## src/design/bbt_pkg.sv

```systemverilog
// Shared types and constants for the Bollinger band tracker.
// Used by the controller, the datapath and the top level.
`default_nettype none
package bbt_pkg;

  localparam int PRICE_W = 24;
  localparam int LEN_CFG_W = 6;
  localparam int K_W = 10;
  localparam int CFG_W = 10;
  localparam int KD_W = 26;
  localparam int WIDTH_W = KD_W + 1;
  localparam int UPPER_W = 26;
  localparam int LOWER_W = 27;
  localparam int PB_W = 17;
  localparam int RELW_W = 20;
  localparam int PB_FRAC_W = 16;

  localparam logic REG_WINDOW_LENGTH = 1'b0;
  localparam logic REG_BAND_MULTIPLIER = 1'b1;

  localparam logic [LEN_CFG_W-1:0] WINDOW_LENGTH_RESET = 6'd20;
  localparam logic [K_W-1:0] BAND_MULTIPLIER_RESET = 10'd512;

  localparam logic [PB_W-1:0] PB_ZERO = 17'd0;
  localparam logic [PB_W-1:0] PB_HALF = 17'd32768;
  localparam logic [PB_W-1:0] PB_ONE = 17'd65536;
  localparam logic [RELW_W-1:0] RELW_MAX = 20'hFFFFF;
  localparam logic [UPPER_W-1:0] UPPER_MAX = 26'h3FFFFFF;
  localparam logic signed [LOWER_W-1:0] LOWER_MIN = 27'sh4000000;

  typedef enum logic [1:0] {
    PB_SEL_HALF,
    PB_SEL_ZERO,
    PB_SEL_ONE,
    PB_SEL_DIV
  } bbt_pb_sel_t;

  typedef enum logic [1:0] {
    RW_SEL_ZERO,
    RW_SEL_MAX,
    RW_SEL_DIV
  } bbt_rw_sel_t;

  typedef struct packed {
    logic capture;
    logic square;
    logic accum;
    logic product;
    logic diff;
    logic div_a_start;
    logic root_start;
    logic scale;
    logic bands;
    logic load;
  } bbt_cmd_t;

  typedef struct packed {
    logic full;
    logic div_a_done;
    logic root_done;
    logic div_b_done;
  } bbt_status_t;

endpackage
`default_nettype wire

```

## src/design/bbt_ctrl.sv

```systemverilog
// Sequencer for the Bollinger band tracker.
// Depends on bbt_pkg for the command and status structs.
`default_nettype none
module bbt_ctrl
  import bbt_pkg::*;
(
  input  wire logic        clk,
  input  wire logic        rst,
  input  wire logic        in_valid,
  output logic             in_ready,
  output logic             out_valid,
  input  wire logic        out_ready,
  input  wire bbt_status_t status,
  output bbt_cmd_t         cmd
);

  typedef enum logic [3:0] {
    S_IDLE,
    S_SQUARE,
    S_ACCUM,
    S_CHECK,
    S_DIFF,
    S_DIV_A,
    S_DIV_A_WAIT,
    S_ROOT_WAIT,
    S_SCALE,
    S_BANDS,
    S_DIV_B_WAIT,
    S_OUT
  } state_t;

  state_t state;
  logic   out_free;

  assign out_free = !out_valid || out_ready;
  assign in_ready = (state == S_IDLE);

  always_comb begin
    cmd = '0;
    cmd.capture = (state == S_IDLE) && in_valid;
    cmd.square = (state == S_SQUARE);
    cmd.accum = (state == S_ACCUM);
    cmd.product = (state == S_CHECK);
    cmd.diff = (state == S_DIFF);
    cmd.div_a_start = (state == S_DIV_A);
    cmd.root_start = (state == S_DIV_A_WAIT) && status.div_a_done;
    cmd.scale = (state == S_SCALE);
    cmd.bands = (state == S_BANDS);
    cmd.load = (state == S_OUT) && out_free;
  end

  always_ff @(posedge clk) begin
    if (rst) begin
      state <= S_IDLE;
      out_valid <= 1'b0;
    end else begin
      if ((state == S_OUT) && out_free) begin
        out_valid <= 1'b1;
      end else if (out_ready) begin
        out_valid <= 1'b0;
      end
      case (state)
        S_IDLE: begin
          if (in_valid) begin
            state <= S_SQUARE;
          end
        end
        S_SQUARE: state <= S_ACCUM;
        S_ACCUM: state <= S_CHECK;
        S_CHECK: begin
          state <= status.full ? S_DIFF : S_OUT;
        end
        S_DIFF: state <= S_DIV_A;
        S_DIV_A: state <= S_DIV_A_WAIT;
        S_DIV_A_WAIT: begin
          if (status.div_a_done) begin
            state <= S_ROOT_WAIT;
          end
        end
        S_ROOT_WAIT: begin
          if (status.root_done) begin
            state <= S_SCALE;
          end
        end
        S_SCALE: state <= S_BANDS;
        S_BANDS: state <= S_DIV_B_WAIT;
        S_DIV_B_WAIT: begin
          if (status.div_b_done) begin
            state <= S_OUT;
          end
        end
        S_OUT: begin
          if (out_free) begin
            state <= S_IDLE;
          end
        end
        default: state <= S_IDLE;
      endcase
    end
  end

endmodule
`default_nettype wire

```

## config.mk

```make
export PLATFORM = sky130hd
export DESIGN_NAME = bbt_ctrl
export DESIGN_NICKNAME = d
export VERILOG_FILES = /design/src/design/bbt_pkg.sv /design/src/design/bbt_ctrl.sv
export SDC_FILE = /design/constraint.sdc
export NUM_CORES = 1
export LEC_CHECK = 0
export BUFFER_PORTS_ARGS = -buffer_cell sky130_fd_sc_hd__buf_2
export CAP_MARGIN = 10
export CORE_AREA = 2 2 39 41
export CTS_BUF_LIST = sky130_fd_sc_hd__clkbuf_16
export DETAILED_ROUTE_END_ITERATION = 16
export DIE_AREA = 0 0 41 43
export GPL_ROUTABILITY_DRIVEN = 0
export GPL_TIMING_DRIVEN = 0
export PLACE_DENSITY_LB_ADDON = 0.25
export SYNTH_ARGS = -nofsm -noshare
export SYNTH_HDL_FRONTEND = slang
export SYNTH_SLANG_ARGS = --single-unit
```

## constraint.sdc

```tcl
create_clock -name clk -period 2 [get_ports clk]
set_input_delay 0.2 -clock clk [delete_from_list [all_inputs] [get_ports clk]]
set_output_delay 0.2 -clock clk [all_outputs]
set_load 0.02 [all_outputs]
```

Word level (Yosys, flattened, before mapping) --
Index checks and enable logic that the tools add are counted.
Storage, ports and cells: flip-flop bits (word level) 5, latch bits 0, RAM bits 0, ROM bits 0, input bits 8, output and inout bits 12, memories kept 0
Operators by class: add/subtract/negate cells 0, multiply operators 0, div/mod/pow operators 0, order comparisons 0, eq/ne operators 16, shift-type cells 0, multiplexer cells 9, bitwise operators 0, reductions and logical operators 8
Operators with widths (number):
- $pmux 4 s12 | 1
- $mux 4 | 6
- $eq 4x3->1 const B | 4
- $eq 4x4->1 const B | 4
- $ne 2x2->1 const B | 5
- $eq 4x2->1 const B | 2
- $reduce_and 5->1 | 1
- $eq 4x1->1 const B | 1
- $logic_not 4->1 | 1
- $logic_and 1x1->1 | 3
- $mux 1 | 2
- $reduce_bool 2->1 | 1
- $logic_not 1->1 | 1
- $logic_or 1x1->1 | 1

Depth between registers and ports, before layout --
Gate-level depths: netlist of the first run.
word-level depth 4, depth in mapped cells 5

Worst setup path before layout of the first run --
OpenSTA, ideal clock, no wires.
path kind register to register, from register state[0], to register state[2], library setup time 121 ps, data arrival time 1474 ps, required time 1879 ps, path slack 405 ps, stages on the path, launching flop included 6, buffers on the path 1, period minus slack after synthesis 1595 ps, cell sequence dfxtp_1 -> buf_4 -> nor4_4 -> and2b_4 -> a311oi_4 -> mux2_4
On the way: word-level cells in the longest chain between the ends 3, elaborated cells on any way between the ends 19
Ends and longest elaborated chain:
- start: declaration | line bbt_ctrl.sv:32 | state_t state;
- start signal: assignment | line bbt_ctrl.sv:71 | state <= status.full ? S_DIFF : S_OUT;
- $logic_not 4->1 (*)
- via in_ready | line bbt_ctrl.sv:10 | output logic in_ready,
- $ne 2x2->1 (no line)
- $reduce_and 5->1 (no line)
Mark *: on every way through the listed nets, which the timed path passes. The rest lies on a longest branch. A chain may end at the register's enable or synchronous reset.

==> results of run 1 <==
-- metal layers --
layer / track usage [%] / up-vias
li1: - / 255
met1: 18.2 / 216
met2: 25.0 / 12
met3: 4.19 / 2
met4: 8.00 / 0
met5: 0 / -
-- final timing paths --
check                    to  cells after the start
setup / recovery     cmd[8]                      5
hold / removal    out_valid                      2
setup reg to reg   state[2]                      4
hold reg to reg   out_valid                      3
-- state kept, by name, summed over array words and instances, names as in the netlist --
name,cells
out_valid,1
state,4
-- area by class of cell --
| type | count | area (sq um) |
|---|---|---|
| buffer | 5 | 27.5 |
| clock buffer | 3 | 75.1 |
| clock inverter | 1 | 3.75 |
| fill | 133 | 691 |
| inverter | 2 | 7.51 |
| multi-input combinational | 44 | 364 |
| sequential | 5 | 100 |
| tap | 16 | 20.0 |
| timing repair buffer | 19 | 95.1 |
-- logic make-up (layout without fill, tap and decap cells) --
group,Yosys count,after routing,share of synthesized area (%)
flip-flops,5,5,20.1
multiplexers,5,5,11.0
buffers and inverters,7,30,7.02
AND/OR/NAND/NOR,27,27,37.6
AO/OA/AOI/OAI,12,12,24.3
-- worst max-delay path, stage by stage (launching register included) --
cell,delay (ps)
sky130_fd_sc_hd__dfxtp_1,300
sky130_fd_sc_hd__buf_4,170
sky130_fd_sc_hd__clkbuf_1,320
sky130_fd_sc_hd__nand2_1,140
sky130_fd_sc_hd__nor3_1,150
sky130_fd_sc_hd__buf_2,190
-- stage by stage --
stage / util [%] / setup WS, ps
after floorplan: - / 405
after global placement: 44.4 / 435
after detailed placement: 44.4 / 432
after CTS: 50.1 / 282
after global routing: 50.1 / 202
final: 50.1 / 296
-- cells in the mapped netlist, types with 2 or more instances --
master | count | area (sq um)
sky130_fd_sc_hd__o21bai_1 | 2 | 15.0
sky130_fd_sc_hd__mux2i_1 | 4 | 40.0
sky130_fd_sc_hd__inv_1 | 2 | 7.51
sky130_fd_sc_hd__clkbuf_1 | 2 | 7.51
sky130_fd_sc_hd__nor4_1 | 2 | 12.5
sky130_fd_sc_hd__nor2_1 | 3 | 11.3
sky130_fd_sc_hd__nand2b_1 | 2 | 12.5
sky130_fd_sc_hd__nor3_1 | 6 | 30.0
sky130_fd_sc_hd__a21oi_1 | 3 | 15.0
sky130_fd_sc_hd__dfxtp_1 | 5 | 100
sky130_fd_sc_hd__nand2_1 | 3 | 11.3
sky130_fd_sc_hd__nor2b_1 | 3 | 18.8
-- power groups by stage --
stage / Sequential (mW) / Clock [mW] / Combinational (mW)
floorplan: 0.121 / 0 / 0.198
global placement: 0.122 / 0 / 0.254
detailed placement: 0.123 / 0 / 0.255
CTS: 0.121 / 0.331 / 0.256
global route: 0.122 / 0.337 / 0.278
finish: 0.121 / 0.325 / 0.254
==> results, run 1 <==
- The flow ran to the end, and the final reports show no timing, DRC or antenna violations.
- The count of final hold-check violations is 0.
- The first routing iteration left 5 violations.
- For this design the total switching power over the nets is ~0.22 mW.
- The per-instance average area after synthesis is 8.91 sq um.
- Among all flip-flop cells after synthesis, the most frequent one is sky130_fd_sc_hd__dfxtp_1.
- Detailed placement finished with a half-perimeter wire length of about 890 um.
- The total clock buffers created by CTS is 3.
- The number of warnings printed during yosys synthesis is 0.
- The internal power of the cells totals about 0.48 mW.
- In this run the most critical hold path is launched from rst.
- The class of the most critical hold timing path is input port to flip-flop.
- In this run, the clock network consumes 46.4% of the power.
- The tree is rooted in a sky130_fd_sc_hd__clkbuf_16.
- The transition time of the tightest slew-check pin is around 400 ps.
- The number of port buffers is 19.
- The overall global routing resource usage is 15.7%.
- The initial antenna violation count came to 0.
- Across the run, the number of max-cap violations was 0.
- The total power of the final layout is 0.700 mW.
- The first global-routing pass estimated 1.90 mm of wire.
- The buffer levels on the longest clock path is 2.
- In the layout the commonest cells are sky130_fd_sc_hd__buf_2 (20), sky130_fd_sc_hd__nor3_1 (6), sky130_fd_sc_hd__dfxtp_1 (5), sky130_fd_sc_hd__mux2i_1 (4).
- For this design the static power due to leakage is 0.310 nW.
- STA classifies the critical path startpoint as a flip-flop.
- The growth of design area from synthesis to finish is 38.8%.
- The number of distinct standard cells referenced by the synthesized netlist is 31.
- The switching share of power is 32.1%.
- Clock-pin slew was measured on the worst setup and hold paths at 30 ps.
- The total via count in the routed design is 485.
- The portion of the post-synthesis area used by sequential elements is 20.1%.
- The number of ports placed on the die boundary is 20.
- Entering global routing, the biggest net connects 11 pins.
- Sequential cells account for 17.3% of the total power.
- Cells with a size suffix above 1 make up 41.8% of the layout.
- In this run the worst setup path begins at state[0].
- The worst endpoint data arrival time is roughly 1500 ps.
- The number of setup buffers added after CTS is 0.
- The first detailed-routing pass ran for 4 iterations.
- The number of standard cells in the final layout excluding fillers is 95.
- The worst path needs about 1700 ps of the cycle, external delays included.
- The critical path class is flip-flop to output pin.
- The fraction of power consumed by combinational cells is approximately 36%.
- STA puts the critical path data required time at 1800 ps.
- The number of nets handed over by synthesis was 64.
- The later pin in the worst-skew pair is clocked with a latency of approximately 230 ps.
- Once the floorplan was initialized, standard cells occupied 36.1% of the core.
- The sum of negative setup slack is 0 ps.
- The synthesized design contains 0 enable-type register cells.
- At the end of the flow, the number of nets in the layout was 88.
- The power density over the cells is 1010 nW/um^2.
- Of all nets on the critical path, the largest fanout is 10.
- The tightest hold path in the finished design has a slack of 237 ps.
- Dividing the detail-routed via count by the number of cells gives 5.11.
- The total routed wirelength is 1.17 mm.
- Setup violations remaining at the end of the flow were counted as 0.
- The average wire length per cell after detail routing is around 12 um.
- The wire length on met2 is about 580 um.
- The number of global-route vias before repair came to 440.
- Between clock sinks in the finished design, the worst skew comes to 0.926 ps.
- Across the VDD grid, the largest voltage drop is 401 uV.
- The floorplan has 14 rows.
- Measured along the y axis, the die boundary spans 43 um.
- The worst reg2reg path startpoint is state[3].
- The tightest slew margin relative to the limit is 73.4%.
- The number of standard cells after synthesis is 56.
- After global routing the overflow that remains totals 0.
- Setup repair after global routing left no endpoint under its margin.
- Once placement completed, the tool counted placed cells totaling 91.
- The kind of capture point of the worst setup path is an output pin.
- The final clock period utilization by the worst path is 85.2%.
- The flop-to-flop setup slack is between 400 and 500 ps.
- 0 antenna diodes ended up in the layout.
- The number of synthesized register bits is 5.
- Hold repair after CTS inserted 0 buffers.
- In the synthesized netlist the async set-or-reset flop fraction comes to 0%.
- The tree built by TritonCTS fans out to 5 sinks.
- Leaving out fill and tap cells, the most frequent cell in the layout is sky130_fd_sc_hd__buf_2.
- The maximum clock frequency is 0.587 GHz.
- The placeable core region is around 1400 sq um.
- The count of H-tree levels built during CTS is 1.
- After detailed routing, the number of remaining DRC violations is 0.
- The number of resized instances in the post-cts repair step is 0.
- The number of nets with antenna violations after routing is 0.
- The placed standard-cell area is 614 sq um.
- The die footprint is 1760 sq um.
- From left edge to right edge, the die measures 41 um.
- Once layout is done, the placed cells without fillers occupy 693 sq um.
- The wire length on met3 is 49 um.
- The number of max-slew violations in the final report is 0.
- In the final routing, the length of wire on met1 measures between 500 and 600 um.
- The uppermost signal routing layer after detailed routing is met4.
- After synthesis the cells add up to 499 sq um.
- TritonCTS built the clock tree.
(Power assumes the default switching activity.)
==> inputs of run 2 (changes only) <==
--- a/config.mk
+++ b/config.mk
@@ -13,7 +13,7 @@
 export DIE_AREA = 0 0 41 43
 export GPL_ROUTABILITY_DRIVEN = 0
 export GPL_TIMING_DRIVEN = 0
-export PLACE_DENSITY_LB_ADDON = 0.25
+export PLACE_DENSITY = 0.77
 export SYNTH_ARGS = -nofsm -noshare
 export SYNTH_HDL_FRONTEND = slang
 export SYNTH_SLANG_ARGS = --single-unit
==> constraint.sdc (replaced) <==
create_clock -name clk -period 1.5 [get_ports clk]
set_input_delay 0.15 -clock clk [delete_from_list [all_inputs] [get_ports clk]]
set_output_delay 0.15 -clock clk [all_outputs]
set_load 0.02 [all_outputs]
==> run 2 against run 1 <==
Non-clock buffer count is 2 higher. Final area is 9.0% higher. Count of clock-buffer cells in the layout stayed put. Wire length is 5.6% lower. Critical endpoint is now state[2]. Critical path depth stayed put.
==> results, run 2 (synthesized netlist as in run 1, its figures left out) <==
- The initial antenna violation count was 0.
- Along the worst hold path, the cell count comes to 2.
- For hold timing, the worst endpoint is out_valid.
- The total via count in the routed design is 482.
- The final clock period utilization by the worst path is 97.0%.
- In the global route stage, overall resource usage came out at between 10 and 15%.
- The worst setup path is launched from a flip-flop.
- In this run the tool buffered the top-level ports with 19 buffer cells.
- The placeable core region is 1380 sq um.
- The longest clock path from root to sink contains 2 buffers.
- The largest registers in the layout are state: 4 flops, out_valid: 1 flops.
- In the layout the commonest cells are sky130_fd_sc_hd__buf_2 (19), sky130_fd_sc_hd__nor3_1 (5), sky130_fd_sc_hd__mux2i_1 (4).
- The clock root buffer is sky130_fd_sc_hd__clkbuf_16.
- Dividing the detail-routed wire length by the instance count gives approximately 11 um.
- Once placement finished, the instance area stood at 621 sq um.
- The number of nets in the final layout is 90.
- Measured along the x axis, the die boundary spans 41 um.
- After detailed routing, the number of remaining DRC violations is 0.
- The first detailed-routing pass ran for 2 iterations.
- The library cell used most frequently in the layout, excluding fill and tap cells, is sky130_fd_sc_hd__buf_2.
- The fraction of power consumed by combinational cells is 38.9%.
- The critical path data required time is 1610 ps.
- TritonCTS created 3 clock buffers.
- The source-to-sink clock delay at the later pin of the worst-skew pair is 220 ps.
- The count of H-tree levels built during CTS is 1.
- The count of final hold-check violations is 0.
- The CTS sink count is 5.
- The critical path class is flip-flop to flip-flop.
- At the pin with the least slew margin, the transition time is ~310 ps.
- The switching share of power is between 30% and 40%.
- The flop-to-flop setup slack is about 45 ps.
- The total routed wirelength is 1.10 mm.
- The number of nets with antenna violations after routing is 0.
- The die footprint is 1760 sq um.
- The antenna diode count is 0.
- The worst endpoint data arrival time is between 1500 and 2000 ps.
- The clock skew after layout is between 1.5 and 2 ps.
- Entering global routing, the biggest net connects 11 pins.
- The wire length of the first global-routing pass is 1.77 mm.
- The capture point of the worst reg-to-reg path is state[2].
- The internal power is 0.665 mW.
- The startpoint identified for the worst hold timing path is rst.
- The maximum fanout along the worst path is 7.
- The number of cells on the worst reg-to-reg path is 5.
- At the placement stage, the worst setup path has a slack of -67.4 ps.
- The placed wire-length estimate after detailed placement is a little over 800 um.
- The floorplan has 14 rows.
- The initial core utilization is between 30% and 40%.
- Measured along the y axis, the die boundary spans 43 um.
- The fraction of power consumed by sequential logic is 17.1%.
- The worst reg2reg path startpoint is state[0].
- Cells with a size suffix above 1 make up 54.3% of the layout.
- The total overflow left after global routing is 0.
- The maximum clock frequency is approximately 0.69 GHz.
- The CTS tree is yes.
- The clock power share is 43.9%.
- The total of max-cap violations is 0.
- The violation count after the first detailed-routing iteration is 3.
- For this design the static power due to leakage is 0.342 nW.
- The worst IR drop on VDD is ~1100 uV.
- Setup violations remaining at the end of the flow were counted as 0.
- The register ranked first by flip-flop count is state.
- The kind of capture point of the worst setup path is a flip-flop.
- Setup repair after global routing left no endpoint under its margin.
- The class of the most critical hold timing path is input port to flip-flop.
- The number of ports placed on the die boundary is 20.
- The number of global-route vias before repair is 390.
- Clock-pin slew was measured on the worst setup and hold paths at 30 ps.
- Using the TritonRoute via totals, the vias-per-cell ratio works out to 4.97.
- Cells fill between 50% and 60% of the core in the end.
- The worst setup slack after layout is 44.8 ps.
- The number of max-slew violations in the final report is 0.
- The switching power summed over all nets is between 0.3 and 0.4 mW.
- The flow ran to the end, and the final reports show no timing, DRC or antenna violations.
- Relative to the synthesized area, the layout overhead comes to 51.4%.
- The total non-filler cell area in the finished layout is 756 sq um.
- The worst path needs 1460 ps of the cycle, external delays included.
- The worst pin sits at a relative slew slack of roughly four fifths.
- Power spread over the standard cell area amounts to 1290 nW/um^2.
- The number of flip-flops in the largest register is 4.
run 2: power groups by stage:
stage / Sequential [mW] / Clock, mW / Combinational (mW)
2_1_floorplan: 0.161 / 0 / 0.263
3_5_place_dp: 0.164 / 0 / 0.339
6_report: 0.167 / 0.428 / 0.379
4_1_cts: 0.164 / 0.437 / 0.371
5_1_grt: 0.168 / 0.455 / 0.410
3_3_place_gp: 0.162 / 0 / 0.332
run 2: timing repair:
item	4_1_cts	5_1_grt
buffers inserted	1	1
resized for setup	9	5
setup endpoints to repair	9	8
hold buffers	0	0
pin swaps	1	1
run 2: worst max-delay path by stage:
stage	start	endpoint	slack, ps
after global placement	state[3]	state[2]	-70
after CTS	state[3]	state[2]	2
after detailed placement	state[3]	state[2]	-70
final	state[0]	state[2]	40
after global routing	state[0]	state[2]	0.4
after floorplan	state[2]	state[2]	-9
run 2: cell type report:
class                           instances  area, sq um
Fill cell                             129          628
Multi-Input combinational cell         44          380
Timing Repair Buffer                   21          110
Sequential cell                         5          104
Clock buffer                            3         75.1
Buffer                                  5         55.1
Tap cell                               16         20.0
Inverter                                2         7.51
Clock inverter                          1         3.75
run 2: through the flow:
| stage | power [mW] | hold WS [ps] | cells | setup TNS [ps] |
|---|---|---|---|---|
| final | 0.973 | 194 | 97 | 0 |
| after global routing | 1.03 | 213 | 97 | 0 |
| after CTS | 0.972 | 183 | 96 | 0 |
| after detailed placement | 0.504 | 417 | 91 | -67.4 |
| after global placement | 0.494 | 415 | 91 | -65.8 |
| after floorplan | 0.424 | 222 | 56 | -8.56 |
run 2: metal layers:
metal	share of wire (%)	track usage [%]	vias up
met3	6.5	9.42	0
met5	0	0	-
met4	0	0	0
li1	-	-	256
met1	47	20.9	211
met2	46	20.6	15
run 2: critical path, cell delays in order (launching register included):
cell and delay, ps:
sky130_fd_sc_hd__dfxtp_1 300, sky130_fd_sc_hd__buf_6 140, sky130_fd_sc_hd__nor2b_2 150, sky130_fd_sc_hd__a2111oi_4 80, sky130_fd_sc_hd__a311oi_4 350, sky130_fd_sc_hd__mux2_4 330
